--- src/sv/assert_macros.svh ---
// Assertion macros shared by the corner classifier RTL.
// Depends on clk and rst_n being visible where a macro is used.
`ifndef ASSERT_MACROS_SVH
`define ASSERT_MACROS_SVH

// same-cycle implication
`define PCC_ASSERT_IMP(lbl, ante, cons, msg) \
  lbl: assert property (@(posedge clk) disable iff (!rst_n) (ante) |-> (cons)) else $error(msg);

// next-cycle implication
`define PCC_ASSERT_NXT(lbl, ante, cons, msg) \
  lbl: assert property (@(posedge clk) disable iff (!rst_n) (ante) |=> (cons)) else $error(msg);

`endif

--- src/sv/pcc_pkg.sv ---
// Shared types and constants of the polyline corner classifier.
// No dependencies.
package pcc_pkg;

  localparam int COORD_W   = 32;
  localparam int CNT_W     = 12;
  localparam int CFG_IDX_W = 3;
  localparam int Q15_W     = 16;
  localparam int ZT_W      = 32;
  localparam int TSQ_W     = 64;
  localparam int ACC_W     = 160;
  localparam int MB_W      = 65;

  localparam logic [CFG_IDX_W-1:0] CFG_CLOSED   = 3'd0;
  localparam logic [CFG_IDX_W-1:0] CFG_ANCHORS  = 3'd1;
  localparam logic [CFG_IDX_W-1:0] CFG_SHARP    = 3'd2;
  localparam logic [CFG_IDX_W-1:0] CFG_SEMANTIC = 3'd3;
  localparam logic [CFG_IDX_W-1:0] CFG_LOCK     = 3'd4;
  localparam logic [CFG_IDX_W-1:0] CFG_ZTSQ     = 3'd5;

  typedef enum logic [4:0] {
    OP_TIX, OP_TIY, OP_TOX, OP_TOY,
    OP_TX, OP_TY, OP_LA1, OP_LA2, OP_LB1, OP_LB2,
    OP_P, OP_S2,
    OP_R1S, OP_R2S, OP_R1M, OP_R2M, OP_R1L, OP_R2L
  } op_t;

  typedef enum logic [2:0] {
    PH_WIN, PH_LAST, PH_FIRST, PH_N0, PH_N1A, PH_N1B
  } phase_t;

  typedef enum logic [2:0] {
    S_IDLE, S_ISSUE, S_WAIT, S_SETUP, S_EMIT, S_UPDATE
  } state_t;

  typedef struct packed {
    logic   latch;
    logic   start;
    logic   capture;
    logic   setup;
    logic   emit;
    logic   update;
    op_t    op;
    phase_t phase;
  } cmd_t;

  typedef struct packed {
    logic       mul_busy;
    logic       mul_done;
    logic       out_free;
    logic       last;
    logic [1:0] seen;
  } sts_t;

endpackage

--- src/sv/pcc_ctrl.sv ---
// Controller: sequences tangent checks, classifications, emits and path update.
// Depends on pcc_pkg and assert_macros.svh.
`include "assert_macros.svh"
module pcc_ctrl (
  input  logic          clk,
  input  logic          rst_n,
  input  logic          in_valid,
  output logic          in_ready,
  output pcc_pkg::cmd_t cmd,
  input  pcc_pkg::sts_t sts
);
  import pcc_pkg::*;

  state_t state_r, state_nxt;
  op_t    op_r, op_nxt;
  phase_t phase_r, phase_nxt;

  always_ff @(posedge clk) begin
    if (!rst_n) begin
      state_r <= S_IDLE;
      op_r    <= OP_TIX;
      phase_r <= PH_WIN;
    end else begin
      state_r <= state_nxt;
      op_r    <= op_nxt;
      phase_r <= phase_nxt;
    end
  end

  always_comb begin
    state_nxt = state_r;
    op_nxt    = op_r;
    phase_nxt = phase_r;
    cmd       = '0;
    cmd.op    = op_r;
    cmd.phase = phase_r;
    in_ready  = 1'b0;
    unique case (state_r)
      S_IDLE: begin
        in_ready = 1'b1;
        if (in_valid) begin
          cmd.latch = 1'b1;
          op_nxt    = OP_TIX;
          state_nxt = S_ISSUE;
        end
      end
      S_ISSUE: begin
        cmd.start = 1'b1;
        state_nxt = S_WAIT;
      end
      S_WAIT: begin
        if (sts.mul_done) begin
          cmd.capture = 1'b1;
          if (op_r == OP_TOY) begin
            if (sts.seen >= 2'd2) begin
              phase_nxt = PH_WIN;
              state_nxt = S_SETUP;
            end else if (!sts.last) begin
              state_nxt = S_UPDATE;
            end else if (sts.seen == 2'd0) begin
              phase_nxt = PH_N0;
              state_nxt = S_EMIT;
            end else begin
              phase_nxt = PH_N1A;
              state_nxt = S_EMIT;
            end
          end else if (op_r == OP_R2L) begin
            state_nxt = S_EMIT;
          end else begin
            op_nxt    = op_t'(op_r + 5'd1);
            state_nxt = S_ISSUE;
          end
        end
      end
      S_SETUP: begin
        cmd.setup = 1'b1;
        op_nxt    = OP_TX;
        state_nxt = S_ISSUE;
      end
      S_EMIT: begin
        if (sts.out_free) begin
          cmd.emit = 1'b1;
          unique case (phase_r)
            PH_WIN: begin
              if (sts.last) begin
                phase_nxt = PH_LAST;
                state_nxt = S_SETUP;
              end else begin
                state_nxt = S_UPDATE;
              end
            end
            PH_LAST: begin
              phase_nxt = PH_FIRST;
              state_nxt = S_SETUP;
            end
            PH_N1A: phase_nxt = PH_N1B;
            default: state_nxt = S_UPDATE;
          endcase
        end
      end
      S_UPDATE: begin
        cmd.update = 1'b1;
        state_nxt  = S_IDLE;
      end
      default: state_nxt = S_IDLE;
    endcase
  end

  `PCC_ASSERT_IMP(a_start_free, cmd.start, !sts.mul_busy, "multiply started while busy")
  `PCC_ASSERT_IMP(a_emit_free, cmd.emit, sts.out_free, "emit into occupied output")
  `PCC_ASSERT_NXT(a_accept_issue, in_valid && in_ready, state_r == S_ISSUE, "accept lost")
  `PCC_ASSERT_IMP(a_capture_done, cmd.capture, sts.mul_done, "capture without product")

endmodule

--- config.mk ---
export PLATFORM = sky130hd
export DESIGN_NAME = pcc_ctrl
export DESIGN_NICKNAME = d
export VERILOG_FILES = /design/src/sv/pcc_pkg.sv /design/src/sv/pcc_ctrl.sv
export VERILOG_INCLUDE_DIRS = /design/src /design/src/sv
export SDC_FILE = /design/constraint.sdc
export NUM_CORES = 1
export LEC_CHECK = 0
export BUFFER_PORTS_ARGS = -buffer_cell sky130_fd_sc_hd__buf_4
export CORE_AREA = 2 2 50 52
export CTS_CLUSTER_DIAMETER = 100
export DETAILED_ROUTE_END_ITERATION = 10
export DIE_AREA = 0 0 52 54
export REMOVE_ABC_BUFFERS = 1
export SLEW_MARGIN = 20
export SYNTH_ARGS = -nofsm -noshare
export SYNTH_HDL_FRONTEND = slang
export SYNTH_SLANG_ARGS = --single-unit
--- constraint.sdc ---
create_clock -name clk -period 1.58 [get_ports clk]
set_input_delay 0.079 -clock clk [delete_from_list [all_inputs] [get_ports clk]]
set_output_delay 0.079 -clock clk [all_outputs]
set_load 0.005 [all_outputs]
==> run metrics <==
area share of the largest cell type after synthesis 25.47%; async set-reset flop share out of synthesis 0%; Hold Crit Class in2reg; post-synthesis adder-cell area fraction 2.894%; Synth Area in Compound Gates 27.35%; Sink Count 11; sequential share of the synthesized area 25.47%; period utilisation layout 97.19%; MaxCap Viol Count 0; Layout Cells excl Fill 171; Post-synth EDFFs 0; Filler cells 224; largest net degree at the start of global routing 19; core box area approximately 0.0023 mm^2; CTS tree done; first drt pass iteration count 4; min setup slack post-route 0.04432 ns; Detailed Route Iter0 Violations 16; commonest non-fill, non-tap cell in the layout buf_4; power after layout approximately 640 uW; CP required 1.77 ns; Final ANT Viol Nets 0; proportion of synthesized area in mux cells 6.946%; Setup crit end kind flop; die width between 50 and 60 um; area of the multi-input gates 631.9 um^2; Yosys warning count 0; pre-CTS setup slack -0.1285 ns; Post-synth top flop dfxtp_1; most frequent cells in the layout 39 x buf_4, 8 x dfxtp_1, 7 x o21ai_0, 7 x nand2_1; # diodes 0; cell area after layout 0.001240 mm^2; syn_area_per_cell around 8.2 um^2; Die H 54 um; fin crit period 1.536 ns; H-tree levels 1; clock latency on the worst-skew pair 0.27 ns; DP Cell Count 167; DRT Wirelength 2424 um; IO buf count 22; number of buffers created by CTS 3; Setup Crit Path Kind reg2reg; Clock Skews between 0.004 and 0.005 ns; wire per inst 14.18 um; DR DRC count 0; status finished, final reports clean; worst-margin pin slew 0.3165 ns; Clk pin slew, worst setup/hold paths 0.08 ns; Via density roughly 5.7; #FFs+latches synth 11; row cnt 18; final setup violation count 0; Storage cell area 224.0 um^2; Synth area leader dfxtp_1; area delta synth->final 43.42%; dpl hpwl ~1800 um; routability cong. ~0.82; top cells by area, synth dfxtp_1 25%, mux2i_1 6.9%, o21ai_0 4.1%, nand2_1 3.0%, nor4b_1 3.0%; final net count between 150 and 200; Vias 968; Total GRT Usage 18.48%; post-synthesis cell count 105; number of global-route vias before repair 798; layout cells sized above 1 41.84%; Hold-fix buffers, CTS 0; main combinational cell family by area after synthesis simple AND/OR/NAND/NOR gates; Netlist cell types 43; Starting Density ~37%; io pins 24; xor/xnor cell area share of the yosys netlist 0%; DIE AREA 0.002808 mm^2; GRT overflow 0; CP Data Arrival Time 1.73 ns; first-pass GRT wire length 3795 um; peak supply drop 0.0003517 V; Post-Synth Simple-Gate Area 30.54%; fmax 651.2 MHz; CTS root buf clkbuf_4; initial antenna violation count 0; slew margin rel. 78.63%; Leak 0.0004976 uW; final hold vios 0; Mapped Area 864.6 um^2; clk buf depth 2; Worst setup SP type flop; DP Area 0.001159 mm^2; Final Max Slew Viols 0; PD cells around 520 mW/mm^2; worst-path fanout max 5
-- per-layer routing --
metal	vias up	wire length [um]	share of wire, %	GRT usage (%)
li1	475	-	-	-
met1	467	1101	45	24.50
met2	22	1181	49	29.96
met3	4	111	4.6	3.333
met4	0	30	1.2	6.579
met5	-	0	0	0
-- through the flow --
step	setup TNS, ns	hold slack (ns)	utilization (%)
finish	0	0.1465	53.45
floorplan	-0.3628	0.2164	-
global placement	0	0.4348	49.95
global route	-0.001364	0.1485	53.45
detailed placement	-0.3633	0.4359	49.95
CTS	0	0.1413	51.40
-- report_power, final --
| group | total, uW | switching, uW | internal, uW |
|---|---|---|---|
| registers | 292 | 8.12 | 283 |
| clock network | 202 | 109 | 93.8 |
| logic | 147 | 71.9 | 74.8 |
| total | 641 | 189 | 452 |
-- cell usage after synthesis (all sizes together) (2+ instances only) --
cell type and instances:
nand3b 2, nor3b 3, nor2b 2, a21oi 4, o311a 2, a211oi 2
o221ai 2, nor4b 3, nand2b 2, o21ai 8, dfxtp 11, clkbuf 4
nand2 7, nand4 2, nor3 5, nor2 5, mux2i 6, o22ai 2
a311o 2, ha 2, o311ai 2, and2 4, buf 4, inv 4
-- cell families after synthesis --
| logic type | Yosys count |
|---|---|
| AND/OR/NAND/NOR | 42 |
| adder cells (fa/ha/maj) | 2 |
| AO/OA/AOI/OAI | 32 |
| multiplexers | 6 |
| flip-flops | 11 |
| buffers and inverters | 12 |
-- worst paths after layout --
kind / startpoint / end / slack (ns) / cells past startpoint
setup / recovery: op_r[1] / op_r[1] / 0.04 / 8
hold / removal: sts[3] / state_r[2] / 0.15 / 4
hold reg to reg: phase_r[2] / phase_r[2] / 0.52 / 2
setup reg to reg: op_r[1] / op_r[1] / 0.04 / 8
-- layout make-up --
class	count	area share [%]
clock inverter	1	0.4036
multi-input combinational	82	50.96
timing repair buffer	40	24.52
clock buffer	3	1.816
sequential	11	18.06
tap	30	3.027
inverter	4	1.211
-- critical path, cell delays in order, from the launching register on --
cell and delay, ns:
dfxtp_2 0.33, buf_4 0.13, inv_1 0.04, ha_1 0.18, mux2i_1 0.18, nor4_1 0.07
o21bai_1 0.14, buf_4 0.16, mux2i_2 0.22
-- registers in the layout (all words and copies together), names as in the netlist --
register,count
state_r,3
op_r,5
phase_r,3
-- what timing repair did --
| action | CTS | global route |
|---|---|---|
| pin swaps | 0 | 1 |
| gates resized for setup | 1 | 11 |
| setup buffers | 0 | 0 |
| endpoints found under the setup margin | 3 | 9 |
| endpoints found under the hold margin | 0 | 0 |
Power figures use the tool's default switching activity.
