`src/sv/assert_macros.svh`:
```
// Assertion macros shared by the corner classifier RTL.
// Depends on clk and rst_n being visible where a macro is used.
`ifndef ASSERT_MACROS_SVH
`define ASSERT_MACROS_SVH

// same-cycle implication
`define PCC_ASSERT_IMP(lbl, ante, cons, msg) \
  lbl: assert property (@(posedge clk) disable iff (!rst_n) (ante) |-> (cons)) else $error(msg);

// next-cycle implication
`define PCC_ASSERT_NXT(lbl, ante, cons, msg) \
  lbl: assert property (@(posedge clk) disable iff (!rst_n) (ante) |=> (cons)) else $error(msg);

`endif

```
`src/sv/pcc_pkg.sv`:
```
// Shared types and constants of the polyline corner classifier.
// No dependencies.
package pcc_pkg;

  localparam int COORD_W   = 32;
  localparam int CNT_W     = 12;
  localparam int CFG_IDX_W = 3;
  localparam int Q15_W     = 16;
  localparam int ZT_W      = 32;
  localparam int TSQ_W     = 64;
  localparam int ACC_W     = 160;
  localparam int MB_W      = 65;

  localparam logic [CFG_IDX_W-1:0] CFG_CLOSED   = 3'd0;
  localparam logic [CFG_IDX_W-1:0] CFG_ANCHORS  = 3'd1;
  localparam logic [CFG_IDX_W-1:0] CFG_SHARP    = 3'd2;
  localparam logic [CFG_IDX_W-1:0] CFG_SEMANTIC = 3'd3;
  localparam logic [CFG_IDX_W-1:0] CFG_LOCK     = 3'd4;
  localparam logic [CFG_IDX_W-1:0] CFG_ZTSQ     = 3'd5;

  typedef enum logic [4:0] {
    OP_TIX, OP_TIY, OP_TOX, OP_TOY,
    OP_TX, OP_TY, OP_LA1, OP_LA2, OP_LB1, OP_LB2,
    OP_P, OP_S2,
    OP_R1S, OP_R2S, OP_R1M, OP_R2M, OP_R1L, OP_R2L
  } op_t;

  typedef enum logic [2:0] {
    PH_WIN, PH_LAST, PH_FIRST, PH_N0, PH_N1A, PH_N1B
  } phase_t;

  typedef enum logic [2:0] {
    S_IDLE, S_ISSUE, S_WAIT, S_SETUP, S_EMIT, S_UPDATE
  } state_t;

  typedef struct packed {
    logic   latch;
    logic   start;
    logic   capture;
    logic   setup;
    logic   emit;
    logic   update;
    op_t    op;
    phase_t phase;
  } cmd_t;

  typedef struct packed {
    logic       mul_busy;
    logic       mul_done;
    logic       out_free;
    logic       last;
    logic [1:0] seen;
  } sts_t;

endpackage

```
`src/sv/pcc_mul.sv`:
```
// Shift-add multiplier, one multiplier bit per cycle.
// Depends on pcc_pkg.
module pcc_mul (
  input  logic                      clk,
  input  logic                      rst_n,
  input  logic                      start,
  input  logic [pcc_pkg::ACC_W-1:0] a,
  input  logic [pcc_pkg::MB_W-1:0]  b,
  output logic                      busy,
  output logic                      done,
  output logic [pcc_pkg::ACC_W-1:0] prod
);
  import pcc_pkg::*;

  logic [ACC_W-1:0] acc_r;
  logic [ACC_W-1:0] a_r;
  logic [MB_W-1:0]  b_r;
  logic             busy_r;

  assign busy = busy_r;
  assign done = busy_r && (b_r == '0);
  assign prod = acc_r;

  always_ff @(posedge clk) begin
    if (!rst_n) begin
      busy_r <= 1'b0;
    end else if (start) begin
      busy_r <= 1'b1;
    end else if (done) begin
      busy_r <= 1'b0;
    end
  end

  always_ff @(posedge clk) begin
    if (start) begin
      a_r   <= a;
      b_r   <= b;
      acc_r <= '0;
    end else if (busy_r && (b_r != '0)) begin
      if (b_r[0]) begin
        acc_r <= acc_r + a_r;
      end
      a_r <= a_r << 1;
      b_r <= b_r >> 1;
    end
  end

endmodule

```
`src/sv/pcc_dp.sv`:
```
// Datapath: configuration, path window, operand setup, multiplier and output register.
// Depends on pcc_pkg and pcc_mul.
module pcc_dp (
  input  logic                          clk,
  input  logic                          rst_n,
  input  pcc_pkg::cmd_t                 cmd,
  output pcc_pkg::sts_t                 sts,
  input  logic                          cfg_valid,
  input  logic [pcc_pkg::CFG_IDX_W-1:0] cfg_index,
  input  logic [pcc_pkg::ZT_W-1:0]      cfg_data,
  input  logic signed [31:0]            in_point_x,
  input  logic signed [31:0]            in_point_y,
  input  logic signed [31:0]            in_in_tan_x,
  input  logic signed [31:0]            in_in_tan_y,
  input  logic signed [31:0]            in_out_tan_x,
  input  logic signed [31:0]            in_out_tan_y,
  input  logic                          in_last_vertex,
  output logic                          out_valid,
  input  logic                          out_ready,
  output logic [pcc_pkg::CNT_W-1:0]     out_vertex_number,
  output logic                          out_sharp,
  output logic                          out_tangent_locked,
  output logic                          out_last_result
);
  import pcc_pkg::*;

  function automatic logic [COORD_W:0] mag33(logic signed [COORD_W:0] v);
    return v[COORD_W] ? (COORD_W+1)'(-v) : (COORD_W+1)'(v);
  endfunction

  function automatic logic [COORD_W-1:0] mag32(logic signed [COORD_W-1:0] v);
    return v[COORD_W-1] ? COORD_W'(-v) : COORD_W'(v);
  endfunction

  function automatic logic [Q15_W-1:0] rmag(logic signed [Q15_W-1:0] r);
    return r[Q15_W-1] ? Q15_W'(-r) : Q15_W'(r);
  endfunction

  function automatic logic reach(logic signed [Q15_W-1:0] r, logic negd,
                                 logic [ACC_W-1:0] lhs, logic [ACC_W-1:0] rhs);
    if (!r[Q15_W-1]) begin
      return !negd && (lhs >= rhs);
    end
    return !negd || (lhs <= rhs);
  endfunction

  logic                     closed_r, anchors_r;
  logic signed [Q15_W-1:0]  sharp_cos_r, sem_cos_r, lock_cos_r;
  logic [ZT_W-1:0]          ztsq_r;

  logic signed [COORD_W-1:0] px_r, py_r, itx_r, ity_r, otx_r, oty_r;
  logic                      last_r;

  logic signed [COORD_W-1:0] first_r [4];
  logic signed [COORD_W-1:0] win_r [4];
  logic                      z0_r, z1_r;
  logic [CNT_W-1:0]          cnt_r;
  logic [1:0]                seen_r;

  logic [TSQ_W-1:0]  tsq_i_r, tsq_o_r;
  logic [COORD_W:0]  amx_r, amy_r, bmx_r, bmy_r;
  logic              sx_r, sy_r, zseg_r, endp_r, zsel_r;
  logic [TSQ_W-1:0]  tx_r, ty_r;
  logic [MB_W-1:0]   la_r, lb_r;
  logic [129:0]      p_r;
  logic [ACC_W-1:0]  lhs_r, q_r;
  logic              rs_r, rsem_r, rl_r;

  logic                  out_valid_r;
  logic [CNT_W-1:0]      onum_r;
  logic                  osharp_r, olock_r, olast_r;

  logic                  ztan;
  logic [MB_W-1:0]       d;
  logic                  dneg, negd;
  logic [ACC_W-1:0]      mul_a, prod;
  logic [MB_W-1:0]       mul_b;
  logic                  mul_busy, mul_done;
  logic signed [COORD_W-1:0] pvx, pvy, cx, cy, nx, ny;
  logic                  zs, ep;
  logic signed [COORD_W:0] ax, ay, bx, by;
  logic                  cue, cls_sharp, cls_lock, e_flag;
  logic [CNT_W-1:0]      num_sel;
  logic                  sharp_sel, lock_sel, fin_sel;

  assign ztan = (tsq_i_r <= TSQ_W'(ztsq_r)) && (tsq_o_r <= TSQ_W'(ztsq_r));

  always_comb begin
    if (sx_r == sy_r) begin
      d    = {1'b0, tx_r} + {1'b0, ty_r};
      dneg = sx_r;
    end else if (tx_r >= ty_r) begin
      d    = {1'b0, tx_r - ty_r};
      dneg = sx_r;
    end else begin
      d    = {1'b0, ty_r - tx_r};
      dneg = sy_r;
    end
  end
  assign negd = dneg && (d != '0);

  always_comb begin
    mul_a = '0;
    mul_b = '0;
    unique case (cmd.op) inside
      OP_TIX: begin mul_a = ACC_W'(mag32(itx_r)); mul_b = MB_W'(mag32(itx_r)); end
      OP_TIY: begin mul_a = ACC_W'(mag32(ity_r)); mul_b = MB_W'(mag32(ity_r)); end
      OP_TOX: begin mul_a = ACC_W'(mag32(otx_r)); mul_b = MB_W'(mag32(otx_r)); end
      OP_TOY: begin mul_a = ACC_W'(mag32(oty_r)); mul_b = MB_W'(mag32(oty_r)); end
      OP_TX:  begin mul_a = ACC_W'(amx_r); mul_b = MB_W'(bmx_r); end
      OP_TY:  begin mul_a = ACC_W'(amy_r); mul_b = MB_W'(bmy_r); end
      OP_LA1: begin mul_a = ACC_W'(amx_r); mul_b = MB_W'(amx_r); end
      OP_LA2: begin mul_a = ACC_W'(amy_r); mul_b = MB_W'(amy_r); end
      OP_LB1: begin mul_a = ACC_W'(bmx_r); mul_b = MB_W'(bmx_r); end
      OP_LB2: begin mul_a = ACC_W'(bmy_r); mul_b = MB_W'(bmy_r); end
      OP_P:   begin mul_a = ACC_W'(la_r); mul_b = lb_r; end
      OP_S2:  begin mul_a = ACC_W'(d); mul_b = d; end
      OP_R1S: begin mul_a = ACC_W'(p_r); mul_b = MB_W'(rmag(sharp_cos_r)); end
      OP_R2S: begin mul_a = q_r; mul_b = MB_W'(rmag(sharp_cos_r)); end
      OP_R1M: begin mul_a = ACC_W'(p_r); mul_b = MB_W'(rmag(sem_cos_r)); end
      OP_R2M: begin mul_a = q_r; mul_b = MB_W'(rmag(sem_cos_r)); end
      OP_R1L: begin mul_a = ACC_W'(p_r); mul_b = MB_W'(rmag(lock_cos_r)); end
      OP_R2L: begin mul_a = q_r; mul_b = MB_W'(rmag(lock_cos_r)); end
      default: begin mul_a = '0; mul_b = '0; end
    endcase
  end

  pcc_mul u_mul (
    .clk   (clk),
    .rst_n (rst_n),
    .start (cmd.start),
    .a     (mul_a),
    .b     (mul_b),
    .busy  (mul_busy),
    .done  (mul_done),
    .prod  (prod)
  );

  always_ff @(posedge clk) begin
    if (cmd.capture) begin
      unique case (cmd.op) inside
        OP_TIX: tsq_i_r <= prod[TSQ_W-1:0];
        OP_TIY: tsq_i_r <= tsq_i_r + prod[TSQ_W-1:0];
        OP_TOX: tsq_o_r <= prod[TSQ_W-1:0];
        OP_TOY: tsq_o_r <= tsq_o_r + prod[TSQ_W-1:0];
        OP_TX:  tx_r <= prod[TSQ_W-1:0];
        OP_TY:  ty_r <= prod[TSQ_W-1:0];
        OP_LA1: la_r <= {1'b0, prod[TSQ_W-1:0]};
        OP_LA2: la_r <= la_r + {1'b0, prod[TSQ_W-1:0]};
        OP_LB1: lb_r <= {1'b0, prod[TSQ_W-1:0]};
        OP_LB2: lb_r <= lb_r + {1'b0, prod[TSQ_W-1:0]};
        OP_P:   p_r <= prod[129:0];
        OP_S2:  lhs_r <= {prod[129:0], 30'b0};
        OP_R1S, OP_R1M, OP_R1L: q_r <= prod;
        OP_R2S: rs_r <= reach(sharp_cos_r, negd, lhs_r, prod);
        OP_R2M: rsem_r <= reach(sem_cos_r, negd, lhs_r, prod);
        OP_R2L: rl_r <= reach(lock_cos_r, negd, lhs_r, prod);
        default: ;
      endcase
    end
  end

  always_comb begin
    unique case (cmd.phase)
      PH_LAST: begin
        pvx = win_r[2]; pvy = win_r[3]; cx = px_r; cy = py_r;
        nx = first_r[0]; ny = first_r[1]; zs = ztan; ep = !closed_r;
      end
      PH_FIRST: begin
        pvx = px_r; pvy = py_r; cx = first_r[0]; cy = first_r[1];
        nx = first_r[2]; ny = first_r[3]; zs = z0_r; ep = !closed_r;
      end
      default: begin
        pvx = win_r[0]; pvy = win_r[1]; cx = win_r[2]; cy = win_r[3];
        nx = px_r; ny = py_r; zs = z1_r; ep = 1'b0;
      end
    endcase
  end

  assign ax = {pvx[COORD_W-1], pvx} - {cx[COORD_W-1], cx};
  assign ay = {pvy[COORD_W-1], pvy} - {cy[COORD_W-1], cy};
  assign bx = {nx[COORD_W-1], nx} - {cx[COORD_W-1], cx};
  assign by = {ny[COORD_W-1], ny} - {cy[COORD_W-1], cy};

  always_ff @(posedge clk) begin
    if (cmd.setup) begin
      amx_r  <= mag33(ax);
      amy_r  <= mag33(ay);
      bmx_r  <= mag33(bx);
      bmy_r  <= mag33(by);
      sx_r   <= ax[COORD_W] ^ bx[COORD_W];
      sy_r   <= ay[COORD_W] ^ by[COORD_W];
      zseg_r <= ((ax == '0) && (ay == '0)) || ((bx == '0) && (by == '0));
      endp_r <= ep;
      zsel_r <= zs;
    end
  end

  assign cue       = zsel_r && rsem_r;
  assign cls_sharp = anchors_r && (endp_r || (!zseg_r && (rs_r || cue)));
  assign cls_lock  = anchors_r && (endp_r || (!zseg_r && (rl_r || cue)));
  assign e_flag    = anchors_r && !closed_r;

  always_comb begin
    unique case (cmd.phase)
      PH_WIN:   begin num_sel = cnt_r - 1'b1; sharp_sel = cls_sharp; lock_sel = cls_lock;
                      fin_sel = 1'b0; end
      PH_LAST:  begin num_sel = cnt_r; sharp_sel = cls_sharp; lock_sel = cls_lock;
                      fin_sel = 1'b0; end
      PH_FIRST: begin num_sel = '0; sharp_sel = cls_sharp; lock_sel = cls_lock;
                      fin_sel = 1'b1; end
      PH_N0:    begin num_sel = cnt_r; sharp_sel = 1'b0; lock_sel = 1'b0; fin_sel = 1'b1; end
      PH_N1A:   begin num_sel = cnt_r; sharp_sel = e_flag; lock_sel = e_flag;
                      fin_sel = 1'b0; end
      default:  begin num_sel = '0; sharp_sel = e_flag; lock_sel = e_flag; fin_sel = 1'b1; end
    endcase
  end

  always_ff @(posedge clk) begin
    if (!rst_n) begin
      closed_r    <= 1'b0;
      anchors_r   <= 1'b1;
      sharp_cos_r <= -16'sd16384;
      sem_cos_r   <= -16'sd30792;
      lock_cos_r  <= -16'sd23170;
      ztsq_r      <= '0;
    end else if (cfg_valid) begin
      unique case (cfg_index)
        CFG_CLOSED:   closed_r    <= cfg_data[0];
        CFG_ANCHORS:  anchors_r   <= cfg_data[0];
        CFG_SHARP:    sharp_cos_r <= cfg_data[Q15_W-1:0];
        CFG_SEMANTIC: sem_cos_r   <= cfg_data[Q15_W-1:0];
        CFG_LOCK:     lock_cos_r  <= cfg_data[Q15_W-1:0];
        CFG_ZTSQ:     ztsq_r      <= cfg_data;
        default: ;
      endcase
    end
  end

  always_ff @(posedge clk) begin
    if (cmd.latch) begin
      px_r   <= in_point_x;
      py_r   <= in_point_y;
      itx_r  <= in_in_tan_x;
      ity_r  <= in_in_tan_y;
      otx_r  <= in_out_tan_x;
      oty_r  <= in_out_tan_y;
      last_r <= in_last_vertex;
    end
  end

  always_ff @(posedge clk) begin
    if (!rst_n || (cmd.update && last_r)) begin
      for (int i = 0; i < 4; i++) begin
        first_r[i] <= '0;
        win_r[i]   <= '0;
      end
      z0_r   <= 1'b0;
      z1_r   <= 1'b0;
      cnt_r  <= '0;
      seen_r <= '0;
    end else if (cmd.update) begin
      win_r[0] <= win_r[2];
      win_r[1] <= win_r[3];
      win_r[2] <= px_r;
      win_r[3] <= py_r;
      z1_r     <= ztan;
      cnt_r    <= cnt_r + 1'b1;
      if (seen_r != 2'd3) begin
        seen_r <= seen_r + 1'b1;
      end
      if (seen_r == 2'd0) begin
        first_r[0] <= px_r;
        first_r[1] <= py_r;
        z0_r       <= ztan;
      end else if (seen_r == 2'd1) begin
        first_r[2] <= px_r;
        first_r[3] <= py_r;
      end
    end
  end

  always_ff @(posedge clk) begin
    if (!rst_n) begin
      out_valid_r <= 1'b0;
    end else if (cmd.emit) begin
      out_valid_r <= 1'b1;
    end else if (out_ready) begin
      out_valid_r <= 1'b0;
    end
  end

  always_ff @(posedge clk) begin
    if (cmd.emit) begin
      onum_r   <= num_sel;
      osharp_r <= sharp_sel;
      olock_r  <= lock_sel;
      olast_r  <= fin_sel;
    end
  end

  assign out_valid          = out_valid_r;
  assign out_vertex_number  = onum_r;
  assign out_sharp          = osharp_r;
  assign out_tangent_locked = olock_r;
  assign out_last_result    = olast_r;

  assign sts.mul_busy = mul_busy;
  assign sts.mul_done = mul_done;
  assign sts.out_free = !out_valid_r || out_ready;
  assign sts.last     = last_r;
  assign sts.seen     = seen_r;

endmodule

```
`config.mk`:
```
export PLATFORM = sky130hd
export DESIGN_NAME = pcc_dp
export DESIGN_NICKNAME = d
export VERILOG_FILES = /design/src/sv/assert_macros.svh /design/src/sv/pcc_pkg.sv /design/src/sv/pcc_mul.sv /design/src/sv/pcc_dp.sv
export SDC_FILE = /design/constraint.sdc
export NUM_CORES = 2
export LEC_CHECK = 0
export BUFFER_PORTS_ARGS = -buffer_cell sky130_fd_sc_hd__buf_4
export CAP_MARGIN = 30
export CORE_ASPECT_RATIO = 1.75
export CORE_MARGIN = 2
export CORE_UTILIZATION = 37
export CTS_CLUSTER_DIAMETER = 120
export CTS_CLUSTER_SIZE = 20
export DETAILED_ROUTE_END_ITERATION = 8
export SLEW_MARGIN = 20
export SYNTH_ARGS = -nofsm -noshare
export SYNTH_HDL_FRONTEND = slang
export SYNTH_SLANG_ARGS = --single-unit
```
`constraint.sdc`:
```
create_clock -name clk -period 9.48 [get_ports clk]
set_clock_uncertainty 0.15 [all_clocks]
set_input_delay 0 -clock clk [delete_from_list [all_inputs] [get_ports clk]]
set_output_delay 0 -clock clk [all_outputs]
set_load 0.02 [all_outputs]
```
==> results.json <==
{
  "grt_antenna_before_repair": 48,
  "mappedNetlistNets": 14300,
  "post_synth_main_area_contributors": "sky130_fd_sc_hd__edfxtp_1 39%, sky130_fd_sc_hd__ha_1 9.5%, sky130_fd_sc_hd__nand2_1 4.7%",
  "r2r_slack_ns": 1.42,
  "final.hold.worst_slack_ns": 0.0258,
  "max_cap_viol_count": 0,
  "fp.coreArea_um2": 335000,
  "via_count": 108000,
  "post_synthesis_sequential_area_ratio": 0.437,
  "synthDistinctLibCells": 109,
  "fp-row-count": 281,
  "via_to_cell_ratio": 5.95,
  "syn_to_final_growth_pct": 12.9,
  "min_delay_worst_endpoint": "cnt_r[1]",
  "synthesis.area_per_instance_um2": 9.51,
  "critical_path.max_fanout": 48,
  "share_of_post_route_cells_with_drive_strength_above_1": 0.0600,
  "report.final.hold_viol_count": 0,
  "drtAntennaViolNets": 0,
  "synth_async_sr_flop_share": 0,
  "numPortBuffers": 267,
  "max_clock_freq_ghz": 0.124,
  "post-route-period-util": 0.850,
  "io-pin-count": 268,
  "wl_per_cell_um": 28.6,
  "static-leakage-power_nw": 54.9,
  "numCtsBuffers": 104,
  "critical_path_depth": 16,
  "crit_slowest_cell": "sky130_fd_sc_hd__mux2i_1",
  "violations": "DRC",
  "detail_route.iter0.violations": 8859,
  "worstReg2RegStart": "ty_r[50]",
  "globalplace.congestion": 1.07,
  "synth-main-ff-cell": "sky130_fd_sc_hd__edfxtp_1",
  "synth_seq_cells": 1895,
  "critPathTopFamily": "simple AND/OR/NAND/NOR gates",
  "tightestPinTransition_ns": 1.29,
  "maximum_number_of_pins_on_one_net_before_global_route_repair": 134,
  "worstPathRequired_ns": 10.04,
  "ir_drop_v": 0.000188,
  "number_of_synthesized_flops_with_an_enable_pin": 1635,
  "hold_path.class": "primary input to flop",
  "globalRouteTotalUtil": 0.297,
  "critical_path_class": "flop to flop",
  "power-per-cell-area_nw_per_um2": 152,
  "most_numerous_cell_types_in_the_synthesized_netlist": "1635 x sky130_fd_sc_hd__edfxtp_1, 1553 x sky130_fd_sc_hd__nand2_1, 1057 x sky130_fd_sc_hd__a21oi_1, 946 x sky130_fd_sc_hd__ha_1, 824 x sky130_fd_sc_hd__o21ai_0",
  "gr-total-overflow": 0,
  "worst_hold_start": "cmd[8]",
  "drc": 8,
  "synth_cells": 13100,
  "cts_root_buf": "sky130_fd_sc_hd__clkbuf_16",
  "fin_crit_ns": 8.06,
  "starting_density_of_the_core": 0.372,
  "critical_path.startpoint": "ty_r[50]",
  "crit_arrival_ns": 8.62,
  "unrepaired_setup_endpoints_after_global_routing": "false",
  "dpl.hpwl_mm": 394,
  "timing.critical_path.slowest_cell_delay_ns": 0.81,
  "mappedNetlistArea_um2": 124000,
  "tritoncts": "yes",
  "grt_first_pass_wirelength_mm": 742,
  "htree_num_levels": 3,
  "synth_top_area_share": 0.395,
  "worstPathBufferInverterCount": 1,
  "via_count_of_the_first_global_routing_pass": 107000,
  "run_status": "finished with violations",
  "netlist.top_cell.by_area": "sky130_fd_sc_hd__edfxtp_1",
  "dieArea_um2": 341000,
  "post-cts-setup-buffer-count": 0,
  "cts.path.max_buffers": 3,
  "postCtsHoldBufs": 531,
  "floorplan.die.height_um": 771,
  "reg2reg_to": "rs_r",
  "cp_common_cell": "sky130_fd_sc_hd__nand2_1",
  "report.power.total_mw": 21.3,
  "clk_pin_slew_worst_paths_ns": 0.11,
  "end_kind": "flop",
  "setup_total_negative_slack_ns": 0,
  "r2r_cells": 16,
  "timing.critical_path.cells": "ha_1 -> nand2_1 -> nor4_1 -> nand3_1 -> a2111oi_4 -> or3_2 -> buf_4 -> mux2i_1 -> a31oi_1 -> xnor2_1 -> nand2_1 -> or3_1 -> nor4_1 -> and4b_1 -> nand4_1 -> nand2_1",
  "clkLatencyLatePin_ns": 0.86,
  "slew-limit-headroom": 0.142,
  "final-setup-viol-count": 0,
  "route.final.wire_length_mm": 519,
  "report.final.slew_viol_count": 0,
  "worst_setup_sp_type": "flop",
  "cts_num_sinks": 1895,
  "detail_route.first_pass.iterations": 8,
  "synth-warning-count": 0,
  "nets": 14800,
  "most_frequent_cell_after_synthesis": "sky130_fd_sc_hd__edfxtp_1",
  "cts_resized": 0,
  "instance_count_along_the_most_critical_hold_path": 4,
  "fp.dieW_um": 442
}
[where the power goes]
part / switching, mW / internal [mW] / leakage (nW)
Clock: 3.00 / 2.11 / 1.44
Combinational: 3.51 / 1.94 / 35.2
Sequential: 0.953 / 9.80 / 18.3
[layout by cell type, fill, tap and decap left out, types with 127 or more instances in the layout]
master	count
sky130_fd_sc_hd__xor2_1	353
sky130_fd_sc_hd__o22ai_1	239
sky130_fd_sc_hd__a22oi_1	295
sky130_fd_sc_hd__nand3_1	245
sky130_fd_sc_hd__nor2b_1	129
sky130_fd_sc_hd__dlygate4sd3_1	531
sky130_fd_sc_hd__nand4_1	172
sky130_fd_sc_hd__nor3_1	150
sky130_fd_sc_hd__and2_1	175
sky130_fd_sc_hd__ha_1	944
sky130_fd_sc_hd__o21bai_1	131
sky130_fd_sc_hd__and3_1	197
sky130_fd_sc_hd__a21o_1	396
sky130_fd_sc_hd__o21ai_0	816
sky130_fd_sc_hd__dfxtp_1	256
sky130_fd_sc_hd__buf_4	478
sky130_fd_sc_hd__xnor2_1	478
sky130_fd_sc_hd__a21oi_1	1056
sky130_fd_sc_hd__nand2_1	1549
sky130_fd_sc_hd__nor2_1	687
sky130_fd_sc_hd__edfxtp_1	1635
sky130_fd_sc_hd__inv_1	779
sky130_fd_sc_hd__a22o_1	127
[per-layer routing]
layer  part of all wire  track usage  routed length [µm]
met4               0.12        0.305               63700
met2               0.51        0.533              263000
met3              0.052       0.0573               27200
met1               0.32        0.274              165000
met5            0.00020     0.000702                 104
[registers in the layout, summed over array words and instances (netlist names), 128 cells and up]
signal,flops
q_r,160
u_mul.a_r,160
u_mul.prod,160
lhs_r,130
p_r,130
first_r,128
win_r,128
[metrics by stage]
stage               cell area [µm²]  setup WS (ns)   util  instances
floorplan                    124000           1.17      -      13100
global placement             131000           2.04  0.393      17300
detailed placement           132000           1.93  0.394      17300
CTS                          140000           1.87  0.419      18100
global route                 140000           1.40  0.419      18100
finish                       140000           1.42  0.420      18100
[worst max-delay path by stage]
| stage | endpoint | slack (ns) |
|---|---|---|
| 2_1_floorplan | tsq_o_r[0] | 1.17 |
| 3_3_place_gp | rsem_r | 2.04 |
| 3_5_place_dp | rl_r | 1.93 |
| 4_1_cts | rsem_r | 1.87 |
| 5_1_grt | rs_r | 1.40 |
| 6_report | rs_r | 1.42 |
[area by class of cell]
cell class | instances | area [µm²]
clock inverter | 8 | 141
sequential | 1895 | 54300
antenna | 41 | 103
tap | 4386 | 5490
fill | 33000 | 194000
inverter | 785 | 2950
clock buffer | 190 | 2930
multi-input combinational | 9777 | 65200
timing repair buffer | 1044 | 9350
[worst min-delay path, stage by stage]
cell	delay [ns]
sky130_fd_sc_hd__dlygate4sd3_1	0.54
sky130_fd_sc_hd__buf_4	0.22
sky130_fd_sc_hd__mux2i_1	0.14
sky130_fd_sc_hd__nor2_1	0.07
[cell families (layout without fill, tap and decap cells)]
kind of cell             Yosys count  in the layout  share of synthesized area
AND/OR/NAND/NOR                 3810           3810                      0.145
adder cells (fa/ha/maj)          958            958                     0.0971
buffers and inverters           1406           2027                     0.0432
AO/OA/AOI/OAI                   4132           4132                      0.216
XOR/XNOR                         833            833                     0.0587
multiplexers                      44             44                    0.00363
other                              0             41                          0
flip-flops                      1895           1895                      0.437
No activity file was read; power rests on OpenSTA's default activity.
